[src/rtl/core/tds_pkg.sv]
package tds_pkg;

  localparam int unsigned CfgDataW = 16;
  localparam int unsigned CfgIdxW  = 3;

  typedef enum logic [CfgIdxW-1:0] {
    REG_RESIDUAL_TICKS  = 3'd0,
    REG_MELT_WAIT_TICKS = 3'd1,
    REG_CIRC_WAIT_TICKS = 3'd2,
    REG_CIRC_RUN_TICKS  = 3'd3,
    REG_CIRC_ENABLE     = 3'd4
  } cfg_reg_e;

  localparam logic [15:0] ResidualTicksRst = 16'd5400;
  localparam logic [15:0] MeltWaitTicksRst = 16'd800;
  localparam logic [15:0] CircWaitTicksRst = 16'd6000;
  localparam logic [15:0] CircRunTicksRst  = 16'd6000;
  localparam logic        CircEnableRst    = 1'b1;

  typedef enum logic [3:0] {
    STEP_READY    = 4'b0001,
    STEP_EMPTY    = 4'b0010,
    STEP_RESIDUAL = 4'b0100,
    STEP_DONE     = 4'b1000
  } step_e;

  localparam logic [1:0] PhaseReady    = 2'd0;
  localparam logic [1:0] PhaseDrain    = 2'd1;
  localparam logic [1:0] PhaseResidual = 2'd2;
  localparam logic [1:0] PhaseDone     = 2'd3;

  typedef struct packed {
    logic [15:0] residual_ticks;
    logic [15:0] melt_wait_ticks;
    logic [15:0] circ_wait_ticks;
    logic [15:0] circ_run_ticks;
    logic        circ_enable;
  } cfg_t;

  typedef struct packed {
    logic       valve_open;
    logic       drain_pump_on;
    logic       circ_pump_on;
    logic [1:0] phase;
    logic       finished;
  } result_t;

endpackage

[src/rtl/core/tds_cfg_regs.sv]
module tds_cfg_regs (
  input  logic                         clk_i,
  input  logic                         rst_ni,
  input  logic                         cfg_we_i,
  input  logic [tds_pkg::CfgIdxW-1:0]  cfg_idx_i,
  input  logic [tds_pkg::CfgDataW-1:0] cfg_data_i,
  output tds_pkg::cfg_t                cfg_o
);

  tds_pkg::cfg_t cfg_q;

  always_ff @(posedge clk_i or negedge rst_ni) begin
    if (!rst_ni) begin
      cfg_q.residual_ticks  <= tds_pkg::ResidualTicksRst;
      cfg_q.melt_wait_ticks <= tds_pkg::MeltWaitTicksRst;
      cfg_q.circ_wait_ticks <= tds_pkg::CircWaitTicksRst;
      cfg_q.circ_run_ticks  <= tds_pkg::CircRunTicksRst;
      cfg_q.circ_enable     <= tds_pkg::CircEnableRst;
    end else if (cfg_we_i) begin
      case (cfg_idx_i)
        tds_pkg::REG_RESIDUAL_TICKS:  cfg_q.residual_ticks  <= cfg_data_i;
        tds_pkg::REG_MELT_WAIT_TICKS: cfg_q.melt_wait_ticks <= cfg_data_i;
        tds_pkg::REG_CIRC_WAIT_TICKS: cfg_q.circ_wait_ticks <= cfg_data_i;
        tds_pkg::REG_CIRC_RUN_TICKS:  cfg_q.circ_run_ticks  <= cfg_data_i;
        tds_pkg::REG_CIRC_ENABLE:     cfg_q.circ_enable     <= cfg_data_i[0];
        default: ;
      endcase
    end
  end

  assign cfg_o = cfg_q;

endmodule

[src/rtl/core/tds_core.sv]
module tds_core #(
  parameter int unsigned TIMER_BITS = 16
) (
  input  logic             clk_i,
  input  logic             rst_ni,
  input  logic             fire_i,
  input  logic             kind_i,
  input  logic             room_low_i,
  input  logic             cold_low_i,
  input  logic             drain_low_seen_i,
  input  logic             drain_high_seen_i,
  input  tds_pkg::cfg_t    cfg_i,
  output tds_pkg::result_t result_o
);

  tds_pkg::step_e        step_q, step_d;
  logic [TIMER_BITS-1:0] res_cnt_q, res_cnt_d;
  logic [TIMER_BITS-1:0] melt_cnt_q, melt_cnt_d;
  logic [TIMER_BITS-1:0] wait_cnt_q, wait_cnt_d;
  logic [TIMER_BITS-1:0] run_cnt_q, run_cnt_d;
  logic                  circ_act_q, circ_act_d;
  logic                  valve_q, valve_d;
  logic                  pump_q, pump_d;
  logic                  circ_q, circ_d;
  logic                  finished;
  logic                  en;

  logic [TIMER_BITS-1:0] res_load, melt_load, wait_load, run_load;

  assign res_load  = TIMER_BITS'(cfg_i.residual_ticks);
  assign melt_load = TIMER_BITS'(cfg_i.melt_wait_ticks);
  assign wait_load = TIMER_BITS'(cfg_i.circ_wait_ticks);
  assign run_load  = TIMER_BITS'(cfg_i.circ_run_ticks);
  assign en        = cfg_i.circ_enable;

  always_comb begin
    step_d     = step_q;
    res_cnt_d  = res_cnt_q;
    melt_cnt_d = melt_cnt_q;
    wait_cnt_d = wait_cnt_q;
    run_cnt_d  = run_cnt_q;
    circ_act_d = circ_act_q;
    valve_d    = valve_q;
    pump_d     = pump_q;
    circ_d     = circ_q;
    finished   = 1'b0;

    if (kind_i) begin
      step_d     = tds_pkg::STEP_READY;
      valve_d    = 1'b0;
      circ_act_d = 1'b0;
      circ_d     = 1'b0;
    end else begin
      // sequence step
      case (step_q)
        tds_pkg::STEP_READY: begin
          res_cnt_d = res_load;
          if (en) begin
            circ_act_d = 1'b1;
            wait_cnt_d = wait_load;
            run_cnt_d  = run_load;
          end
          step_d = tds_pkg::STEP_EMPTY;
        end
        tds_pkg::STEP_EMPTY: begin
          if (room_low_i && cold_low_i) begin
            res_cnt_d = res_load;
            step_d    = tds_pkg::STEP_RESIDUAL;
          end
        end
        tds_pkg::STEP_RESIDUAL: begin
          if (res_cnt_q != '0) begin
            res_cnt_d = res_cnt_q - TIMER_BITS'(1);
          end else begin
            step_d = tds_pkg::STEP_DONE;
          end
        end
        tds_pkg::STEP_DONE: begin
          if (en) begin
            circ_act_d = 1'b0;
            circ_d     = 1'b0;
          end
          finished = 1'b1;
        end
        default: step_d = tds_pkg::STEP_READY;
      endcase

      // drain valve and pump
      if (!drain_low_seen_i && !drain_high_seen_i) begin
        valve_d    = 1'b1;
        pump_d     = 1'b0;
        melt_cnt_d = melt_load;
      end else if (drain_high_seen_i) begin
        valve_d    = 1'b0;
        pump_d     = 1'b1;
        melt_cnt_d = melt_load;
      end else if (melt_cnt_q != '0) begin
        if (room_low_i) begin
          valve_d = 1'b1;
        end
        melt_cnt_d = melt_cnt_q - TIMER_BITS'(1);
      end else begin
        pump_d = 1'b1;
      end

      // circulation pump
      if (en) begin
        if (circ_act_d) begin
          if (cold_low_i || pump_d || !valve_d || drain_low_seen_i || drain_high_seen_i) begin
            wait_cnt_d = wait_load;
            run_cnt_d  = run_load;
            circ_d     = 1'b0;
          end else if (wait_cnt_d != '0) begin
            wait_cnt_d = wait_cnt_d - TIMER_BITS'(1);
          end else if (run_cnt_d != '0) begin
            run_cnt_d = run_cnt_d - TIMER_BITS'(1);
            circ_d    = 1'b1;
          end else begin
            circ_d = 1'b0;
          end
        end
      end else begin
        circ_act_d = 1'b0;
        circ_d     = 1'b0;
      end
    end
  end

  always_ff @(posedge clk_i or negedge rst_ni) begin
    if (!rst_ni) begin
      step_q     <= tds_pkg::STEP_READY;
      res_cnt_q  <= '0;
      melt_cnt_q <= '0;
      wait_cnt_q <= '0;
      run_cnt_q  <= '0;
      circ_act_q <= 1'b0;
      valve_q    <= 1'b0;
      pump_q     <= 1'b0;
      circ_q     <= 1'b0;
    end else if (fire_i) begin
      step_q     <= step_d;
      res_cnt_q  <= res_cnt_d;
      melt_cnt_q <= melt_cnt_d;
      wait_cnt_q <= wait_cnt_d;
      run_cnt_q  <= run_cnt_d;
      circ_act_q <= circ_act_d;
      valve_q    <= valve_d;
      pump_q     <= pump_d;
      circ_q     <= circ_d;
    end
  end

  always_comb begin
    case (step_d)
      tds_pkg::STEP_READY:    result_o.phase = tds_pkg::PhaseReady;
      tds_pkg::STEP_EMPTY:    result_o.phase = tds_pkg::PhaseDrain;
      tds_pkg::STEP_RESIDUAL: result_o.phase = tds_pkg::PhaseResidual;
      tds_pkg::STEP_DONE:     result_o.phase = tds_pkg::PhaseDone;
      default:                result_o.phase = tds_pkg::PhaseReady;
    endcase
    result_o.valve_open    = valve_d;
    result_o.drain_pump_on = pump_d;
    result_o.circ_pump_on  = circ_d;
    result_o.finished      = finished;
  end

endmodule

[src/rtl/core/tank_drain_sequencer_top.sv]
// a word accepted on the input is held in the input register, and its result
// is held in the result register until it is taken
// throughput: one word per cycle, sustained while the output is not stalled
// an input register and a result register frame one pass of next-state logic
// reset clears the sequence to ready, closes valve, stops both pumps, zeroes
// all timers and restores the configuration registers to their defaults
module tank_drain_sequencer_top #(
  parameter int unsigned TIMER_BITS = 16
) (
  input  logic                         clk_i,
  input  logic                         rst_ni,
  input  logic                         cfg_we_i,
  input  logic [tds_pkg::CfgIdxW-1:0]  cfg_idx_i,
  input  logic [tds_pkg::CfgDataW-1:0] cfg_data_i,
  input  logic                         in_valid_i,
  output logic                         in_stall_o,
  input  logic                         kind_i,
  input  logic                         room_low_i,
  input  logic                         cold_low_i,
  input  logic                         drain_low_seen_i,
  input  logic                         drain_high_seen_i,
  output logic                         out_valid_o,
  input  logic                         out_stall_i,
  output logic                         valve_open_o,
  output logic                         drain_pump_on_o,
  output logic                         circ_pump_on_o,
  output logic [1:0]                   phase_o,
  output logic                         finished_o
);

  tds_pkg::cfg_t    cfg;
  tds_pkg::result_t result;
  tds_pkg::result_t res_q;

  logic in_vld_q;
  logic out_vld_q;
  logic kind_q, room_low_q, cold_low_q, dlow_q, dhigh_q;
  logic out_free;
  logic fire;
  logic in_take;

  assign out_free   = !out_vld_q || !out_stall_i;
  assign fire       = in_vld_q && out_free;
  assign in_stall_o = in_vld_q && !out_free;
  assign in_take    = in_valid_i && !in_stall_o;

  tds_cfg_regs u_cfg (
    .clk_i,
    .rst_ni,
    .cfg_we_i,
    .cfg_idx_i,
    .cfg_data_i,
    .cfg_o (cfg)
  );

  // input word register
  always_ff @(posedge clk_i or negedge rst_ni) begin
    if (!rst_ni) begin
      in_vld_q <= 1'b0;
    end else if (!in_stall_o) begin
      in_vld_q <= in_valid_i;
    end
  end

  always_ff @(posedge clk_i) begin
    if (in_take) begin
      kind_q     <= kind_i;
      room_low_q <= room_low_i;
      cold_low_q <= cold_low_i;
      dlow_q     <= drain_low_seen_i;
      dhigh_q    <= drain_high_seen_i;
    end
  end

  tds_core #(
    .TIMER_BITS (TIMER_BITS)
  ) u_core (
    .clk_i,
    .rst_ni,
    .fire_i            (fire),
    .kind_i            (kind_q),
    .room_low_i        (room_low_q),
    .cold_low_i        (cold_low_q),
    .drain_low_seen_i  (dlow_q),
    .drain_high_seen_i (dhigh_q),
    .cfg_i             (cfg),
    .result_o          (result)
  );

  // result word register
  always_ff @(posedge clk_i or negedge rst_ni) begin
    if (!rst_ni) begin
      out_vld_q <= 1'b0;
    end else if (out_free) begin
      out_vld_q <= in_vld_q;
    end
  end

  always_ff @(posedge clk_i) begin
    if (fire) begin
      res_q <= result;
    end
  end

  assign out_valid_o     = out_vld_q;
  assign valve_open_o    = res_q.valve_open;
  assign drain_pump_on_o = res_q.drain_pump_on;
  assign circ_pump_on_o  = res_q.circ_pump_on;
  assign phase_o         = res_q.phase;
  assign finished_o      = res_q.finished;

endmodule
[config.mk]
export PLATFORM = sky130hd
export DESIGN_NAME = tank_drain_sequencer_top
export DESIGN_NICKNAME = d
export VERILOG_FILES = /design/src/rtl/core/tds_pkg.sv /design/src/rtl/core/tds_cfg_regs.sv /design/src/rtl/core/tds_core.sv /design/src/rtl/core/tank_drain_sequencer_top.sv
export SDC_FILE = /design/constraint.sdc
export NUM_CORES = 1
export LEC_CHECK = 0
export ABC_AREA = 1
export ABC_CLOCK_PERIOD_IN_PS = 5400
export BUFFER_PORTS_ARGS = -buffer_cell sky130_fd_sc_hd__buf_2
export CORE_ASPECT_RATIO = 0.6
export CORE_MARGIN = 2
export CORE_UTILIZATION = 65
export DETAILED_ROUTE_END_ITERATION = 10
export GPL_TIMING_DRIVEN = 0
export PLACE_DENSITY = 0.88
export SLEW_MARGIN = 10
export SYNTH_ARGS = -nofsm -noshare
export SYNTH_HDL_FRONTEND = slang
export SYNTH_HIERARCHICAL = 1
export SYNTH_SLANG_ARGS = --single-unit
[constraint.sdc]
create_clock -name clk_i -period 5.4 [get_ports clk_i]
set_clock_uncertainty 0.05 [all_clocks]
set_input_delay 0.27 -clock clk_i [delete_from_list [all_inputs] [get_ports clk_i]]
set_output_delay 0.27 -clock clk_i [all_outputs]
set_load 0.01 [all_outputs]
==> results of run 1 <==
## state kept, by name, summed over array words and instances, names as in the netlist, 2 cells and up
name and count:
phase_o 2, u_core/wait_cnt_q 16, u_cfg/cfg_o 65, u_core/res_cnt_q 16
u_core/step_q 4, u_core/melt_cnt_q 16, u_core/run_cnt_q 16
## path summary, 6_finish.rpt
path,startpoint,to,slack (ns),cells after the start
worst min register to register,u_cfg/cfg_o[53],u_cfg/cfg_o[53],0.43,2
min in group asynchronous,rst_ni,u_core/melt_cnt_q[10],0.33,2
worst max register to register,out_valid_o,u_core/melt_cnt_q[6],1.05,9
max in group asynchronous,rst_ni,u_cfg/cfg_o[22],4.13,3
worst max-delay path,out_valid_o,u_core/melt_cnt_q[6],1.05,9
worst min-delay path,in_valid_i,in_vld_q,0.02,3
## Yosys cell counts (all sizes together)
library cell  count  area [um^2]
o22ai             7         43.8
o21ai           108          571
nand3           129          668
a21boi            2         18.8
a22oi             1         7.51
ha                7         87.6
o221ai            1         8.76
buf              34          272
mux2              1         11.3
nand4            19          119
or2               1         6.26
nand3b            3         22.5
o31ai             1         7.51
clkinv            4         16.3
o31a              1         8.76
xor2             15          131
clkbuf           24         90.1
a31oi             4         25.0
dfrtp           115         2880
a22o              1         8.76
a2bb2oi           2         17.5
nand2           539         2050
dfstp            24          631
nor4              3         18.8
a21oi            71          355
o211ai            6         45.0
nor3             19          100
nor2            136          607
edfxtp           11          330
inv             129          487
## per-stage QoR
step	std cells	cell area (um^2)	hold WS, ns	util
3_3_place_gp	1652	10100	0.398	0.694
2_1_floorplan	1418	9640	-0.0756	-
3_5_place_dp	1653	10100	0.233	0.696
5_1_grt	1691	10700	0.0389	0.741
6_report	1691	10700	0.0188	0.741
4_1_cts	1691	10700	0.0105	0.741
## final cells by class
cell class / instances / area [um^2] / share of cell area
multi-input combinational: 1077 / 4940 / 0.459
sequential: 150 / 3840 / 0.357
inverter: 133 / 503 / 0.0468
clock buffer: 17 / 425 / 0.0396
buffer: 58 / 362 / 0.0337
timing repair buffer: 43 / 274 / 0.0255
tap: 198 / 248 / 0.0231
clock inverter: 15 / 158 / 0.0147
## logic make-up after synthesis
logic type               count (synthesis)  share of synthesized area
adder cells (fa/ha/maj)                  7                    0.00908
AO/OA/AOI/OAI                          205                      0.116
AND/OR/NAND/NOR                        849                      0.372
flip-flops                             150                      0.398
multiplexers                             1                    0.00117
XOR/XNOR                                15                     0.0136
buffers and inverters                  191                     0.0897
## routing by layer
layer	track usage	vias up	wire [um]
li1	-	4692	-
met1	0.616	4587	13300
met3	0.108	89	4820
met5	0	-	0
met4	0.129	0	765
met2	0.573	788	12700
## power by group through the flow
stage | Sequential [W] | Combinational (W) | Clock, W
after floorplan | 0.00166 | 0.00160 | 0
after global placement | 0.00173 | 0.00208 | 0
after detailed placement | 0.00173 | 0.00213 | 0
after CTS | 0.00172 | 0.00215 | 0.00120
after global routing | 0.00176 | 0.00250 | 0.00125
final | 0.00173 | 0.00224 | 0.00120
## critical path: stages (launching register included)
cell and delay [ns]:
dfrtp_1 0.42, a21oi_1 0.92, clkinv_1 0.61, nor2_1 0.83, nand2_1 0.46, inv_1 0.22
clkbuf_1 0.34, o21ai_0 0.16, nand2_1 0.08, o21ai_0 0.09
==> impl_metrics.toml, run 1 <==
[sta]
maxSlewViolCount = 0
worst_slack_ns = 1.05
slew_headroom = 0.232
finalCritPeriodShare = 0.805
worstMarginPinSlew_ns = 1.15
rsz0062_at_grt = "no"
hold_viol_final = 0
finalSetupViolations = 0
fmax_ghz = 0.230
tns_ns = 0
min_period_ns = 4.35

[power]
leakage_nw = 5.33
power_frac_clock = 0.232
p_sw_w = 0.00236
ir_drop_uv = 237
power_w = 0.00518
internal-power_w = 0.00282
seqPwrFrac = 0.334
p_sw_frac = 0.455
powerDensity_mw_per_mm2 = 482
combPwrFrac = 0.434

[placed_design]
place.gp.congestion = 1.00
io_buffer_count = 36
place_ws_ns = 1.23
dp_hpwl_mm = 22.4

[global_routing]
grt_pass1_wl_mm = 49.7
grt_max_degree = 82
grt_antenna_before_repair = 0
grtUsageTotal = 0.408
grt_pass1_vias = 9362
grt_overflow = 0

[synthesis]
ys_ff_latch = 150
ys_warn_count = 6
yosysUniqueCellTypes = 47
syn-num-nets = 1454
synth_area_per_cell_um2 = 6.80
syn-instance-count = 1418
syn-cell-area_mm2 = 0.00964
ys_seq_area_frac = 0.398

[status]
status = "completed"

[layout]
areaGrowthSynthToFinish_pct = 11.5
drive_gt1_frac = 0.116
final.fill_count = 1160
finalNetCount = 1516
final_common_cell = "nand2_1"
antennaDiodeCount = 0
final_cell_mix = "nand2_1, nand3_1, inv_1, nor2_1, dfrtp_1"

[floorplan]
row_count = 34
dieWidth_um = 161
start_util = 0.665
io-pin-count = 37
die_y_um = 98.3
dieArea_mm2 = 0.0159
core_area_mm2 = 0.0145

[worst_hold_path]
hold_class = "in -> reg"

[setup_path]
critPathCaptureType = "register"
critPathKind = "reg -> reg"
crit_fanout = 12
worstSetupStartpointType = "register"
crit_required_ns = 5.64
arrival_ns = 4.58

[routing]
vias = 10200
antenna_left = 0
drc_errors = 0
routedWlPerCell_um = 18.6
drt-initial-drc-count = 1535
vias_per_cell = 6.01
drt-total-wl_mm = 31.5
first_pass_iters = 6

[clocking]
htree_levels = 4
cts_tree = "done"
cts_resized = 0
cts_buffer_depth = 2
clkTransAtPathRegs_ns = 0.07
clk_latency_ns = 0.43
cts_hold_buf = 6
clock-root-buffer = "clkbuf_16"
cts_buffers = 17
cts_setup_buffers = 0
clock_sinks = 150

[job]
cap_violations = 0
No activity file was read; power rests on OpenSTA's default activity.
==> inputs of run 2 (changes only) <==
Settings changed: ABC_CLOCK_PERIOD_IN_PS 5400 to 3500, CORE_UTILIZATION 65 to 57, PLACE_DENSITY 0.88 to 0.82.
Clock period 5.4 ns to 3.5 ns, I/O delays scaled along.
==> run 2 against run 1 <==
  * Core utilization decreased by 7.4 points
  * Clock-buffer cell count increased by 2
  * Via count increased by 0.36%
  * Die area increased by 14%
==> impl_metrics.toml, run 2 (synthesis gave the netlist of run 1 again) <==
[routing]
vias = 10200
antenna_left = 0
drc_errors = 0
first_pass_iters = 6
drt-total-wl_mm = 31.9
vias_per_cell = 5.88
wl_met3_mm = 4.22
routedWlPerCell_um = 18.4
routed.top_layer = "met4"
wl_met1_mm = 13.8
routed-wl-met2_mm = 13.0
drt-initial-drc-count = 1335

[global_routing]
grt_antenna_before_repair = 0
grtUsageTotal = 0.362
grt_overflow = 0
grt_pass1_vias = 9145
grt_max_degree = 85
grt_pass1_wl_mm = 49.5

[status]
status = "completed"

[power]
p_sw_w = 0.00353
power_frac_clock = 0.231
leakage_nw = 5.38
ir_drop_uv = 479
combPwrFrac = 0.432
p_sw_frac = 0.443
internal-power_w = 0.00444
seqPwrFrac = 0.337
powerDensity_mw_per_mm2 = 729

[layout]
final_common_cell = "nand2_1"
drive_gt1_frac = 0.116
areaGrowthSynthToFinish_pct = 13.4
antennaDiodeCount = 0
finalNetCount = 1529
final.fill_count = 1398
largest_reg_flops = 65
final_cell_mix = "nand2_1, nand3_1, inv_1, nor2_1, dfrtp_1"

[clocking]
cts_tree = "done"
clkTransAtPathRegs_ns = 0.06
cts_buffer_depth = 2
htree_levels = 4
clk_latency_ns = 0.43
clock_sinks = 150
cts_buffers = 17
clock-root-buffer = "clkbuf_16"
cts_setup_buffers = 0

[floorplan]
dieWidth_um = 172
dieArea_mm2 = 0.0180
core_area_mm2 = 0.0164
start_util = 0.588
row_count = 36
die_y_um = 105
io-pin-count = 37

[setup_path]
critPathCaptureType = "register"
arrival_ns = 3.49
critPathKind = "reg -> reg"
crit_fanout = 10
crit_required_ns = 3.63
worstSetupStartpointType = "register"

[placed_design]
place.gp.congestion = 1.00
io_buffer_count = 36
place_ws_ns = -0.524
dp_hpwl_mm = 22.8

[sta]
fmax_ghz = 0.298
worst_slack_ns = 0.147
min_period_ns = 3.35
rsz0062_at_grt = "no"
maxSlewViolCount = 0
slew_headroom = 0.455
worstMarginPinSlew_ns = 0.818
finalCritPeriodShare = 0.958
hold_viol_final = 0
tns_ns = 0
finalSetupViolations = 0

[worst_hold_path]
hold_class = "in -> reg"

[job]
cap_violations = 0
run 2: changes by cell type in the layout (fill, tap and decap cells not counted), sizes merged:
cell         delta
bufinv          +1
clkbuf          +2
clkinvlp        +3
dlygate4sd3    +13
inv             -7
run 2: routing by layer:
layer,GRT usage,up-vias
met4,0.127,0
met2,0.497,684
met5,0,-
li1,-,4721
met1,0.537,4698
met3,0.109,90
run 2: final timing paths:
path | from | endpoint | slack (ns) | cells after the start
worst max-delay path | u_core/step_q[0] | circ_pump_on_o | 0.15 | 17
worst min-delay path | cfg_data_i[6] | u_cfg/cfg_o[23] | 0.008 | 3
worst max register to register | u_core/step_q[0] | circ_pump_on_o | 0.15 | 17
worst min register to register | u_cfg/cfg_o[53] | u_cfg/cfg_o[53] | 0.42 | 2
max in group asynchronous | rst_ni | u_cfg/cfg_o[7] | 2.24 | 3
min in group asynchronous | rst_ni | u_core/res_cnt_q[1] | 0.33 | 2
run 2: repair_timing:
item                                    in CTS  in global routing
hold endpoints to repair                    98                  0
resized for setup                            2                  3
hold buffers                                19                  0
endpoints found under the setup margin      60                 24
run 2: per-stage QoR:
step / area (um^2) / util / hold WS (ns) / cells / power [W]
final: 10900 / 0.667 / 0.00793 / 1733 / 0.00797
after CTS: 10900 / 0.666 / 0.000159 / 1733 / 0.00784
after floorplan: 9640 / - / -0.171 / 1418 / 0.00503
after global routing: 10900 / 0.667 / 0.0158 / 1733 / 0.00850
after global placement: 10100 / 0.616 / 0.306 / 1682 / 0.00591
after detailed placement: 10100 / 0.618 / 0.243 / 1683 / 0.00596
run 2: layout make-up:
type / count / area [um^2] / area share
Inverter: 133 / 507 / 0.0464
Clock inverter: 12 / 125 / 0.0114
Tap cell: 228 / 285 / 0.0261
Buffer: 58 / 362 / 0.0331
Multi-Input combinational cell: 1077 / 4960 / 0.453
Sequential cell: 150 / 3840 / 0.351
Clock buffer: 19 / 454 / 0.0415
Timing Repair Buffer: 56 / 404 / 0.0370
run 2: critical path, stage by stage, from the launching register on:
cell and delay (ns):
dfstp_2 0.56, inv_2 0.06, nor2_4 0.24, nand3_4 0.15, buf_6 0.18, clkinv_2 0.15
nand2_1 0.09, o21ai_2 0.13, ha_1 0.29, inv_1 0.08, nor2_2 0.12, nand2_2 0.09
nor2_8 0.22, buf_6 0.18, nand2_1 0.14, nand3_1 0.14, a21oi_1 0.10, buf_4 0.14
run 2: power groups by stage:
stage / Clock [W] / Sequential, W / Combinational, W
2_1_floorplan: 0 / 0.00256 / 0.00247
3_3_place_gp: 0 / 0.00267 / 0.00323
3_5_place_dp: 0 / 0.00268 / 0.00329
4_1_cts: 0.00185 / 0.00266 / 0.00333
5_1_grt: 0.00193 / 0.00273 / 0.00384
6_report: 0.00184 / 0.00268 / 0.00344
